[src/hdl/rvex_pkg.sv]
// ----------------------------------------------------------------------------
// rvex_pkg
// Types and codes shared by the RV32I execute unit: instruction classes,
// funct3 codes, result actions and the transaction payload structs.
// ----------------------------------------------------------------------------
package rvex_pkg;

  localparam int unsigned XLEN = 32;
  localparam logic [XLEN-1:0] LINK_OFFSET = 32'd4;

  typedef enum logic [3:0] {
    FUNC_HALT   = 4'd0,
    FUNC_BRANCH = 4'd1,
    FUNC_JAL    = 4'd2,
    FUNC_LUI    = 4'd3,
    FUNC_AUIPC  = 4'd4,
    FUNC_STORE  = 4'd5,
    FUNC_LOAD   = 4'd6,
    FUNC_OP_IMM = 4'd7,
    FUNC_JALR   = 4'd8,
    FUNC_OP     = 4'd9
  } func_t;

  typedef enum logic [2:0] {
    ACT_NONE  = 3'd0,
    ACT_WRITE = 3'd1,
    ACT_LOAD  = 3'd2,
    ACT_STORE = 3'd3,
    ACT_HALT  = 3'd4
  } action_t;

  localparam logic [2:0] F3_ADD  = 3'b000;
  localparam logic [2:0] F3_SLL  = 3'b001;
  localparam logic [2:0] F3_SLT  = 3'b010;
  localparam logic [2:0] F3_SLTU = 3'b011;
  localparam logic [2:0] F3_XOR  = 3'b100;
  localparam logic [2:0] F3_SR   = 3'b101;
  localparam logic [2:0] F3_OR   = 3'b110;
  localparam logic [2:0] F3_AND  = 3'b111;

  localparam logic [2:0] F3_BEQ  = 3'b000;
  localparam logic [2:0] F3_BNE  = 3'b001;
  localparam logic [2:0] F3_BLT  = 3'b100;
  localparam logic [2:0] F3_BGE  = 3'b101;
  localparam logic [2:0] F3_BLTU = 3'b110;
  localparam logic [2:0] F3_BGEU = 3'b111;

  localparam logic [2:0] F3_BYTE  = 3'b000;
  localparam logic [2:0] F3_HALF  = 3'b001;
  localparam logic [2:0] F3_WORD  = 3'b010;
  localparam logic [2:0] F3_BYTEU = 3'b100;
  localparam logic [2:0] F3_HALFU = 3'b101;

  localparam logic [4:0] SHAMT_MASK = 5'b11111;

  typedef struct packed {
    logic [3:0]         func;
    logic [2:0]         funct3;
    logic               alt_function;
    logic [XLEN-1:0]    source_a;
    logic [XLEN-1:0]    source_b;
    logic signed [XLEN-1:0] immediate;
    logic [XLEN-1:0]    instr_pc;
    logic [4:0]         dest_index;
  } instr_t;

  typedef struct packed {
    logic [2:0]      action;
    logic [4:0]      write_index;
    logic [XLEN-1:0] write_value;
    logic            redirect;
    logic [XLEN-1:0] redirect_target;
    logic [XLEN-1:0] mem_address;
    logic [XLEN-1:0] store_data;
    logic [1:0]      access_size;
    logic            load_signed;
  } result_t;

endpackage

[src/hdl/rv32i_execute_unit.sv]
// ----------------------------------------------------------------------------
// rv32i_execute_unit
// Execute stage of an RV32I core: ALU, branch resolution, jump link and
// load/store address generation for one decoded instruction per transaction.
// ----------------------------------------------------------------------------
// The instr channel carries one decoded instruction per transaction and the
// result channel returns exactly one result for each, in order. Both use
// valid and stall; a transaction completes on a rising edge with valid high
// and stall low.
// An accepted instruction is held in an input register, evaluated by a single
// combinational pass (adder, comparator, shifter and result mux) and captured
// in a result register. The throughput is one instruction per cycle while
// result_stall is low.
// While the receiver stalls, the result register holds its transaction and
// the input register fills; instr_stall rises only when both are occupied and
// result_stall is high. The synchronous reset empties both registers.
// ----------------------------------------------------------------------------
module rv32i_execute_unit (
  input  logic              clk,
  input  logic              rst,
  input  logic              instr_valid,
  output logic              instr_stall,
  input  rvex_pkg::instr_t  instr,
  output logic              result_valid,
  input  logic              result_stall,
  output rvex_pkg::result_t result
);
  import rvex_pkg::*;

  logic            held_valid;
  instr_t          held;
  logic            out_valid;
  result_t         out_data;
  logic            out_ready;
  result_t         eval_next;

  logic [XLEN-1:0] op_b;
  logic [XLEN-1:0] sum_ab;
  logic [XLEN-1:0] sum_a_imm;
  logic [XLEN-1:0] pc_imm;
  logic [XLEN-1:0] alu_value;
  logic [4:0]      shamt;
  logic            lt_signed;
  logic            lt_unsigned;
  logic            equal;
  logic            taken;

  assign out_ready   = !out_valid || !result_stall;
  assign instr_stall = held_valid && !out_ready;

  always_ff @(posedge clk) begin
    if (rst) begin
      held_valid <= 1'b0;
      out_valid  <= 1'b0;
    end else begin
      if (!instr_stall) begin
        held_valid <= instr_valid;
      end
      if (out_ready) begin
        out_valid <= held_valid;
      end
    end
  end

  always_ff @(posedge clk) begin
    if (!instr_stall && instr_valid) begin
      held <= instr;
    end
    if (out_ready && held_valid) begin
      out_data <= eval_next;
    end
  end

  assign op_b        = (held.func == FUNC_OP || held.func == FUNC_BRANCH) ? held.source_b
                                                                           : held.immediate;
  assign shamt       = op_b[4:0] & SHAMT_MASK;
  assign sum_a_imm   = held.source_a + held.immediate;
  assign pc_imm      = held.instr_pc + held.immediate;
  assign lt_signed   = $signed(held.source_a) < $signed(op_b);
  assign lt_unsigned = held.source_a < op_b;
  assign equal       = held.source_a == op_b;

  always_comb begin
    sum_ab = held.source_a + op_b;
    unique case (held.funct3)
      F3_ADD: begin
        if (held.func == FUNC_OP && held.alt_function) begin
          sum_ab = held.source_a - op_b;
        end
        alu_value = sum_ab;
      end
      F3_SLL:  alu_value = held.source_a << shamt;
      F3_SLT:  alu_value = {{(XLEN-1){1'b0}}, lt_signed};
      F3_SLTU: alu_value = {{(XLEN-1){1'b0}}, lt_unsigned};
      F3_XOR:  alu_value = held.source_a ^ op_b;
      F3_SR: begin
        if (held.alt_function) begin
          alu_value = $unsigned($signed(held.source_a) >>> shamt);
        end else begin
          alu_value = held.source_a >> shamt;
        end
      end
      F3_OR:   alu_value = held.source_a | op_b;
      default: alu_value = held.source_a & op_b;
    endcase
  end

  always_comb begin
    unique case (held.funct3)
      F3_BEQ:  taken = equal;
      F3_BNE:  taken = !equal;
      F3_BLT:  taken = lt_signed;
      F3_BGE:  taken = !lt_signed;
      F3_BLTU: taken = lt_unsigned;
      F3_BGEU: taken = !lt_unsigned;
      default: taken = 1'b0;
    endcase
  end

  always_comb begin
    eval_next = '0;
    unique case (held.func)
      FUNC_HALT: eval_next.action = ACT_HALT;
      FUNC_BRANCH: begin
        if (taken) begin
          eval_next.redirect        = 1'b1;
          eval_next.redirect_target = pc_imm;
        end
      end
      FUNC_JAL: begin
        eval_next.action          = ACT_WRITE;
        eval_next.write_index     = held.dest_index;
        eval_next.write_value     = held.instr_pc + LINK_OFFSET;
        eval_next.redirect        = 1'b1;
        eval_next.redirect_target = pc_imm;
      end
      FUNC_LUI: begin
        eval_next.action      = ACT_WRITE;
        eval_next.write_index = held.dest_index;
        eval_next.write_value = held.immediate;
      end
      FUNC_AUIPC: begin
        eval_next.action      = ACT_WRITE;
        eval_next.write_index = held.dest_index;
        eval_next.write_value = pc_imm;
      end
      FUNC_STORE: begin
        if (held.funct3 == F3_BYTE || held.funct3 == F3_HALF
            || held.funct3 == F3_WORD) begin
          eval_next.action      = ACT_STORE;
          eval_next.mem_address = sum_a_imm;
          eval_next.store_data  = held.source_b;
          eval_next.access_size = held.funct3[1:0];
        end
      end
      FUNC_LOAD: begin
        if (held.funct3 == F3_BYTE || held.funct3 == F3_HALF
            || held.funct3 == F3_WORD || held.funct3 == F3_BYTEU
            || held.funct3 == F3_HALFU) begin
          eval_next.action      = ACT_LOAD;
          eval_next.write_index = held.dest_index;
          eval_next.mem_address = sum_a_imm;
          eval_next.access_size = held.funct3[1:0];
          eval_next.load_signed = (held.funct3 == F3_BYTE || held.funct3 == F3_HALF);
        end
      end
      FUNC_OP_IMM, FUNC_OP: begin
        eval_next.action      = ACT_WRITE;
        eval_next.write_index = held.dest_index;
        eval_next.write_value = alu_value;
      end
      FUNC_JALR: begin
        eval_next.action          = ACT_WRITE;
        eval_next.write_index     = held.dest_index;
        eval_next.write_value     = held.instr_pc + LINK_OFFSET;
        eval_next.redirect        = 1'b1;
        eval_next.redirect_target = {sum_a_imm[XLEN-1:1], 1'b0};
      end
      default: eval_next = '0;
    endcase
  end

  assign result_valid = out_valid;
  assign result       = out_data;

endmodule
[config.mk]
export PLATFORM = sky130hd
export DESIGN_NAME = rv32i_execute_unit
export DESIGN_NICKNAME = d
export VERILOG_FILES = /design/src/hdl/rvex_pkg.sv /design/src/hdl/rv32i_execute_unit.sv
export SDC_FILE = /design/constraint.sdc
export NUM_CORES = 1
export LEC_CHECK = 0
export ABC_AREA = 1
export BUFFER_PORTS_ARGS = -buffer_cell sky130_fd_sc_hd__buf_2
export CORE_MARGIN = 10
export CORE_UTILIZATION = 45
export DETAILED_ROUTE_END_ITERATION = 12
export SYNTH_ARGS = -nofsm -noshare
export SYNTH_HDL_FRONTEND = slang
export SYNTH_SLANG_ARGS = --single-unit
[constraint.sdc]
create_clock -name clk -period 28.9 [get_ports clk]
set_input_delay 5.78 -clock clk [delete_from_list [all_inputs] [get_ports clk]]
set_output_delay 5.78 -clock clk [all_outputs]
set_load 0.02 [all_outputs]
==> results.txt, run 1 <==
For the worst-skew pair, the clock arrives at the later sink with an insertion delay of 0.60 ns. The end point of the worst hold path is result_valid. In the final layout, the multi-input gates occupy 13800 µm². The total number of yosys warnings was 0. The dominant cell type by area after synthesis is sky130_fd_sc_hd__edfxtp_1.

Once layout is complete, the cells apart from fillers number 4466. In this run, placement finished with an instance count of 4410. By area the synthesized netlist is led by sky130_fd_sc_hd__edfxtp_1, sky130_fd_sc_hd__nand2_1, sky130_fd_sc_hd__ha_1, sky130_fd_sc_hd__nand3_1, sky130_fd_sc_hd__inv_1. The number of clock buffers added by TritonCTS is 29.

The worst hold path begins at result_valid. The initialized floorplan defines 85 standard-cell rows. TritonCTS built the clock tree. The instance count along the most critical hold path is 2. The number of global-route vias before repair was 23723.

Synthesis handed over a netlist of 3519 instances. The first-pass GRT wire length was 154000 µm. Setup repair after global routing left no endpoint under its margin.

The die span in x is 253 µm, and the final setup violation count is 0. The area added between synthesis and finish is 12.0%, and the count of antenna-violating nets left after detailed routing is 0. The measured slew at the worst slew-check pin was 1.06 ns.

Post-CTS repair changed the size of 0 cells. Clock-pin slew was measured on the worst setup and hold paths at 0.06 ns. Most frequently used cell type in the post-synthesis netlist: sky130_fd_sc_hd__nand2_1. Entering global routing, the biggest net connects 80 pins. The worst setup path is captured at an output port. The floorplan step defined a die boundary enclosing 64100 µm². The setup slack of the most critical reg-to-reg path is 23.32 ns.

Top flip-flop cell by instance count after synthesis: sky130_fd_sc_hd__edfxtp_1. The post-CTS setup buffer count was 0. For this design the top-level I/O count stands at 287. For the data required time of the critical path, the log shows 23.12 ns.

The final layout contains 4059 nets. Clock net sink count: 283. Achievable frequency: 0.0830 GHz.

The tools report the worst voltage drop across the vdd grid as 0.0734 mV. Class of the tightest hold or removal check: flop to flop. The clock passes through at most 3 buffers.

In this run the worst path has a maximum fanout of 2. Counting flops with a built-in enable in the synthesized netlist gives 281. Port buffering added 286 buffers.

The tools report the H-tree depth reported by CTS as 1. The critical path in this run is classified as input port to output port. The logs give 6.27 ns for the arrival time at the worst endpoint and 0 ns for the aggregate negative setup slack. For this design, the CTS-stage hold fixing added 0 buffers.

Reg-to-reg endpoint: result[92]. The fraction of layout cells with a size suffix above 1 came out at 0.107. Counting instances in the post-synthesis netlist gives the leading cell types as sky130_fd_sc_hd__nand2_1, sky130_fd_sc_hd__inv_1, sky130_fd_sc_hd__nand3_1, sky130_fd_sc_hd__nor2_1, sky130_fd_sc_hd__edfxtp_1. Initial antenna violation count: 5. The die is 253 µm tall. The worst setup path is launched from an input port. The logs give 0.318 for the aggregate global-route resource usage and 84400 µm for the detailed placement HPWL. Dividing total power by cell area gives a power density of 47.2 nW/µm². The share of Yosys cell area claimed by the top area cell type works out to 0.345. Summed over all layers, the global routing overflow is 0. The cell at the root of the clock tree is sky130_fd_sc_hd__clkbuf_16. The count of routing violations after the opening detailed-route iteration was 2670. After synthesis, the netlist uses 55 different library cells. The remaining design rule violation count is 0, and the count of vias placed by the detailed router is 25605. Number of max-slew violations in the final report: 0. The max capacitance violation total was 0. The number of nets handed over by synthesis was 3833. At the end of routability-driven placement, the weighted congestion stood at 1.03. The minimum clock period is 12.05 ns. Fill cells in the final layout number 5604. Routed wire length: 105000 µm. Dividing the detail-routed wire length by the instance count gives 23.5 µm.

Effective utilization at floorplan: 0.455. Async set-reset flop share out of synthesis: 0. In this run the critical register-to-register path is launched from held[139]. The number of endpoints with negative hold slack in the final report was 0; the flip-flop and latch count after synthesis was 283. Across the whole layout, storage elements account for 8480 µm². The run gives 0.0388 ns as the worst clock skew. The synthesized netlist occupies a cell area of 24500 µm². The flow ran to the end, and the final reports show no timing, DRC or antenna violations.

The run gives 0.287 as the relative max-transition margin. The sequential-to-total area share from yosys stat came out at 0.347. The ratio of routed vias to standard cells is 5.73.

The leakage component of the power is 13.1 nW, and the length in cells of the worst reg-to-reg path is 16. The first detailed-routing pass took 8 iterations. The core area was 53800 µm². The final cycle utilization of the critical path came out at 0.417. Each instance of the synthesized netlist takes up on average 6.95 µm².
## cell type report
| type | count | area share |
|---|---|---|
| multi-input cells | 2669 | 0.504 |
| flip-flops and latches | 283 | 0.309 |
| repair buffers | 319 | 0.0613 |
| inverters | 443 | 0.0610 |
| well taps | 696 | 0.0318 |
| clock buffers | 42 | 0.0290 |
| clock inverters | 12 | 0.00343 |
| diodes | 2 | 0.000183 |
## per-layer routing
layer | vias to the layer above | share of wire | GRT usage | routed length (µm)
li1 | 12242 | - | - | -
met2 | 1324 | 0.44 | 0.494 | 46200
met5 | - | 0.00026 | 0 | 27
met3 | 184 | 0.094 | 0.0582 | 9840
met4 | 4 | 0.039 | 0.109 | 4060
met1 | 11851 | 0.43 | 0.436 | 44600
## layout by cell type, fill, tap and decap left out, types with 40 or more instances in the layout
cell type / n
sky130_fd_sc_hd__o21ai_0: 229
sky130_fd_sc_hd__nor3_1: 40
sky130_fd_sc_hd__nand2_1: 940
sky130_fd_sc_hd__xor2_1: 41
sky130_fd_sc_hd__inv_1: 425
sky130_fd_sc_hd__ha_1: 166
sky130_fd_sc_hd__o211ai_1: 43
sky130_fd_sc_hd__buf_2: 286
sky130_fd_sc_hd__edfxtp_1: 281
sky130_fd_sc_hd__nor2_1: 355
sky130_fd_sc_hd__nand3_1: 374
sky130_fd_sc_hd__a21oi_1: 230
## per-stage QoR
step            util  power [W]  hold WS [ns]  instance area, µm²  worst slack, ns
2_1_floorplan      -   0.000780         0.450               24500            15.68
3_3_place_gp   0.492   0.000930         0.523               26500            16.85
3_5_place_dp   0.492   0.000929         0.529               26500            16.85
4_1_cts        0.509    0.00129         0.538               27400            16.85
5_1_grt        0.509    0.00135         0.567               27400            16.77
6_report       0.509    0.00129         0.531               27400            16.85
## sequential cells by signal, indices dropped and copies added (netlist names)
name / count
held: 141
held_valid: 1
result: 140
result_valid: 1
## worst max-delay path: stages
cell,delay [ns]
sky130_fd_sc_hd__buf_2,0.11
sky130_fd_sc_hd__nand2_1,0.07
sky130_fd_sc_hd__nor2_1,0.12
sky130_fd_sc_hd__buf_2,0.19
## worst max path at each step
stage | cells after the start | startpoint | end | slack (ns)
floorplan | 1 | result_stall | result[0] | 15.68
global placement | 4 | result_stall | instr_stall | 16.85
detailed placement | 4 | result_stall | instr_stall | 16.85
CTS | 4 | result_stall | instr_stall | 16.85
global route | 4 | result_stall | instr_stall | 16.77
finish | 4 | result_stall | instr_stall | 16.85
## cells by family after synthesis
logic type               Yosys count  synth area share
AND/OR/NAND/NOR                 1814             0.311
XOR/XNOR                          56            0.0200
AO/OA/AOI/OAI                    630             0.144
flip-flops                       283             0.347
buffers and inverters            567            0.0901
adder cells (fa/ha/maj)          169            0.0874
## where the power goes
part	switching, W	leakage (nW)	internal (W)	total, W
logic	0.000315	9.80	0.000122	0.000437
registers	0.0000206	2.82	0.000477	0.000498
clock network	0.000159	0.429	0.000199	0.000358
Note: power is estimated with default switching activity, not from simulation.
==> inputs of run 2 (changes only) <==
- ABC_AREA: 1 -> 0
- clock period: 28.9 -> 12.2 ns (I/O delays scaled with it)
==> results.txt, run 2 <==
The kind of start point of the critical path was a flop. The tools report the post-CTS setup buffer count as 0. The run gives 0.64 ns as the later-pin clock latency in the skew report.

The achievable frequency is 0.158 GHz. Setup violations remaining at the end of the flow were counted as 0. The logs give 83 for the row count and 283 for the clock net sink count. The remaining design rule violation count is 0.

Summing over every cut layer, the via total after detailed routing is 22733. For the post-placement cell area, the log shows 25400 µm². The number of enable-type register cells in the synthesized netlist is 281, and the count of antenna-violating nets left after detailed routing is 0. The first global-routing pass estimated 150000 µm of wire. The logs give 0 for the number of max-slew violations in the final report and 3032 for the count of routing violations after the opening detailed-route iteration. The worst register-to-register path ends at result[96]. Clock-pin slew was measured on the worst setup and hold paths at 0.06 ns. The relative max-transition margin was 0.0564; the buffers plus inverters on the worst setup path was 4.

The register with the most flip-flops in the final layout is held. For this run, the slowest stage of the critical path takes 1.01 ns. In the synthesized netlist, the number of instances is 2567. Counting the fill cells in the layout gives 4828.

For the pin with the worst max-slew slack, the measured transition is 1.38 ns. The tools report the distinct cell type count of the synthesized netlist as 81. The final cycle utilization of the critical path is 0.519, and the leakage component of the power is 10.7 nW. Worst reg2reg path startpoint: held[138]. The mean instance size in the synthesized netlist was 9.09 µm². Summing all multi-input logic gate instances after layout gives 13800 µm². The tools report the startpoint of the most critical hold path as held_valid. The floorplan step set the die width to 248 µm.

Setup total negative slack on the finished layout was measured at 0 ns. The first-pass iteration count of the detailed router is 7. The run gives 31 as the number of CTS-inserted buffers.

The worst path in the final design needs a cycle of 6.33 ns, including I/O delays and setup. The most common cell after layout, fill and taps aside is sky130_fd_sc_hd__nand2_1. After legalization and detailed placement, the total HPWL measured 81100 µm.

By count the netlist is led by sky130_fd_sc_hd__nand2_1, sky130_fd_sc_hd__edfxtp_1, sky130_fd_sc_hd__a21oi_1, sky130_fd_sc_hd__nor2_1, sky130_fd_sc_hd__o21ai_0. The synthesized design contains 283 register bits. For the sequential-to-total area share from yosys stat, the log shows 0.363. The H-tree depth reported by CTS is 1, and the area taken by flip-flops and latches is 8480 µm². The number of flip-flops under the largest register name was 141. Async set-reset flop share out of synthesis: 0. The setup slack of the most critical reg-to-reg path came out at 5.87 ns. The worst setup path is captured at a flop. The kind of cell with the highest combined delay along the critical path is compound AO/OA/AOI/OAI gates.

The tools report the routed wire length as 104000 µm. Walking the worst path, the cells encountered are or3b_4 > a21oi_4 > buf_4 > inv_2 > buf_4 > ha_1 > inv_1 > a222oi_1 > o21ai_1 > nand4_1 > a41o_2 > a221o_2 > xnor2_1 > o31a_1 > o22ai_1. The count of buffers added on input and output ports is 286. The cell area after synthesis is 23300 µm², and the maximum number of pins on one net before global-route repair is 71. The worst voltage drop across the vdd grid is 0.110 mV, and the maximum number of buffers from clock root to sink is 3. The logs give 21852 for the number of global-route vias before repair and 0.0380 ns for the worst clock skew. The class of the tightest hold or removal check was flop to flop. The height of the chip was 248 µm. For the I/O pin count, the log shows 287. The run gives 0 as the max capacitance violation total. Setup repair after global routing left no endpoint under its margin.

sky130_fd_sc_hd__edfxtp_1 takes more of the synthesized area than any other cell. TritonCTS built the clock tree. The flow ran to the end, and the final reports show no timing, DRC or antenna violations. By area the synthesized netlist is led by sky130_fd_sc_hd__edfxtp_1, sky130_fd_sc_hd__ha_1, sky130_fd_sc_hd__mux2i_1, sky130_fd_sc_hd__nand2_1, sky130_fd_sc_hd__a21oi_1.

The initial antenna violation count was 4; the number of nets in the synthesized netlist was 2881. For hold timing, the worst endpoint is result_valid. The tools report the effective utilization at floorplan as 0.455. The number of antenna diodes in the final layout is 0. The routed wire length per instance is 30.0 µm.

The tools report the aggregate global-route resource usage as 0.328. The category of the critical setup timing path was flop to flop. For this design, the slowest cell found on the critical path is sky130_fd_sc_hd__o31a_1. The share of Yosys cell area claimed by the top area cell type came out at 0.362. The die covers 61300 µm². Dividing the detail-routed via count by the number of cells gives 6.54.

For the post-cts hold buffer count, the log shows 0. The largest fanout on the critical path came out at 59. The region available for standard cell placement spans 51300 µm². The top cell types in the final layout, fill and taps aside, are sky130_fd_sc_hd__nand2_1, sky130_fd_sc_hd__buf_2, sky130_fd_sc_hd__edfxtp_1. For this run, the post-layout net count is 3086.

The area added between synthesis and finish works out to 13.0%. sky130_fd_sc_hd__nand2_1 is the most common cell in the netlist. The fraction of layout cells with a size suffix above 1 is 0.159. Data arrives at the worst endpoint at 6.64 ns. The total overflow left after global routing is 0. The cell at the root of the clock tree was sky130_fd_sc_hd__clkbuf_16. Yosys printed 0 warnings. The congestion estimate from routability-driven global placement came to 1.01. The most used flip-flop cell after synthesis is sky130_fd_sc_hd__edfxtp_1. STA puts the critical path data required time at 12.51 ns. Counting buffers and inverters, the worst setup path is 15 cells deep.

The cell occurring most often along the worst timing path was sky130_fd_sc_hd__buf_4. Measured in cells, the most critical reg-to-reg path has a length of 15. The instance count along the most critical hold path was 2; the summed area of non-filler cells in the final layout was 26400 µm². The tools report the number of endpoints with negative hold slack in the final report as 0. For the number of cells upsized or downsized after cts, the log shows 0. Power spread over the standard cell area amounts to 118 nW/µm².
[run 2: logic make-up after synthesis]
family	after synthesis	synth area share
mux	139	0.0654
flops	283	0.363
buf+inv	281	0.0469
compound gates	816	0.236
fa+ha+maj	169	0.0916
simple gates	759	0.151
xor+xnor	120	0.0451
[run 2: worst reg2reg max path: cells and delay by family (launching register included)]
kind	cells	cell delay, ns
AO/OA/AOI/OAI	7	2.58
XOR/XNOR	1	0.30
adder cells (fa/ha/maj)	1	0.43
buffers and inverters	4	1.14
flip-flops	1	0.64
AND/OR/NAND/NOR	2	0.91
[run 2: per-stage QoR]
stage                     hold WS (ns)  power, W  setup WS, ns  std cells   util
after floorplan                  0.444   0.00183          2.50       2567      -
after global placement           0.470   0.00217          6.12       3419  0.495
after detailed placement         0.518   0.00217          6.03       3419  0.495
after CTS                        0.529   0.00309          5.99       3477  0.514
after global routing             0.548   0.00323          5.61       3477  0.514
final                            0.522   0.00311          5.87       3477  0.514
[run 2: layout make-up]
cell class | count | share of cell area
inverter | 121 | 0.0172
multi-input combinational | 2003 | 0.524
tap | 680 | 0.0323
timing repair buffer | 332 | 0.0674
clock buffer | 34 | 0.0299
sequential | 283 | 0.322
clock inverter | 24 | 0.00731
[run 2: metal layers]
layer | vias up | track usage | part of all wire | routed length, µm
li1 | 10063 | - | - | -
met4 | 4 | 0.126 | 0.043 | 4490
met2 | 1361 | 0.498 | 0.44 | 45600
met3 | 226 | 0.0734 | 0.10 | 10800
met1 | 11079 | 0.447 | 0.42 | 43300
met5 | - | 0 | 0.00026 | 27
[run 2: report_power, final]
| group | switching (W) | internal, W |
|---|---|---|
| Clock | 0.000417 | 0.000508 |
| Combinational | 0.000660 | 0.000325 |
| Sequential | 0.0000639 | 0.00114 |
[run 2: how the worst max path moves through the flow]
| stage | start | slack [ns] | to |
|---|---|---|---|
| detailed placement | held[138] | 6.03 | result[96] |
| floorplan | result_stall | 2.50 | result[0] |
| finish | held[138] | 5.87 | result[96] |
| global placement | held[138] | 6.12 | result[131] |
| CTS | held[138] | 5.99 | result[96] |
| global route | held[138] | 5.61 | result[131] |
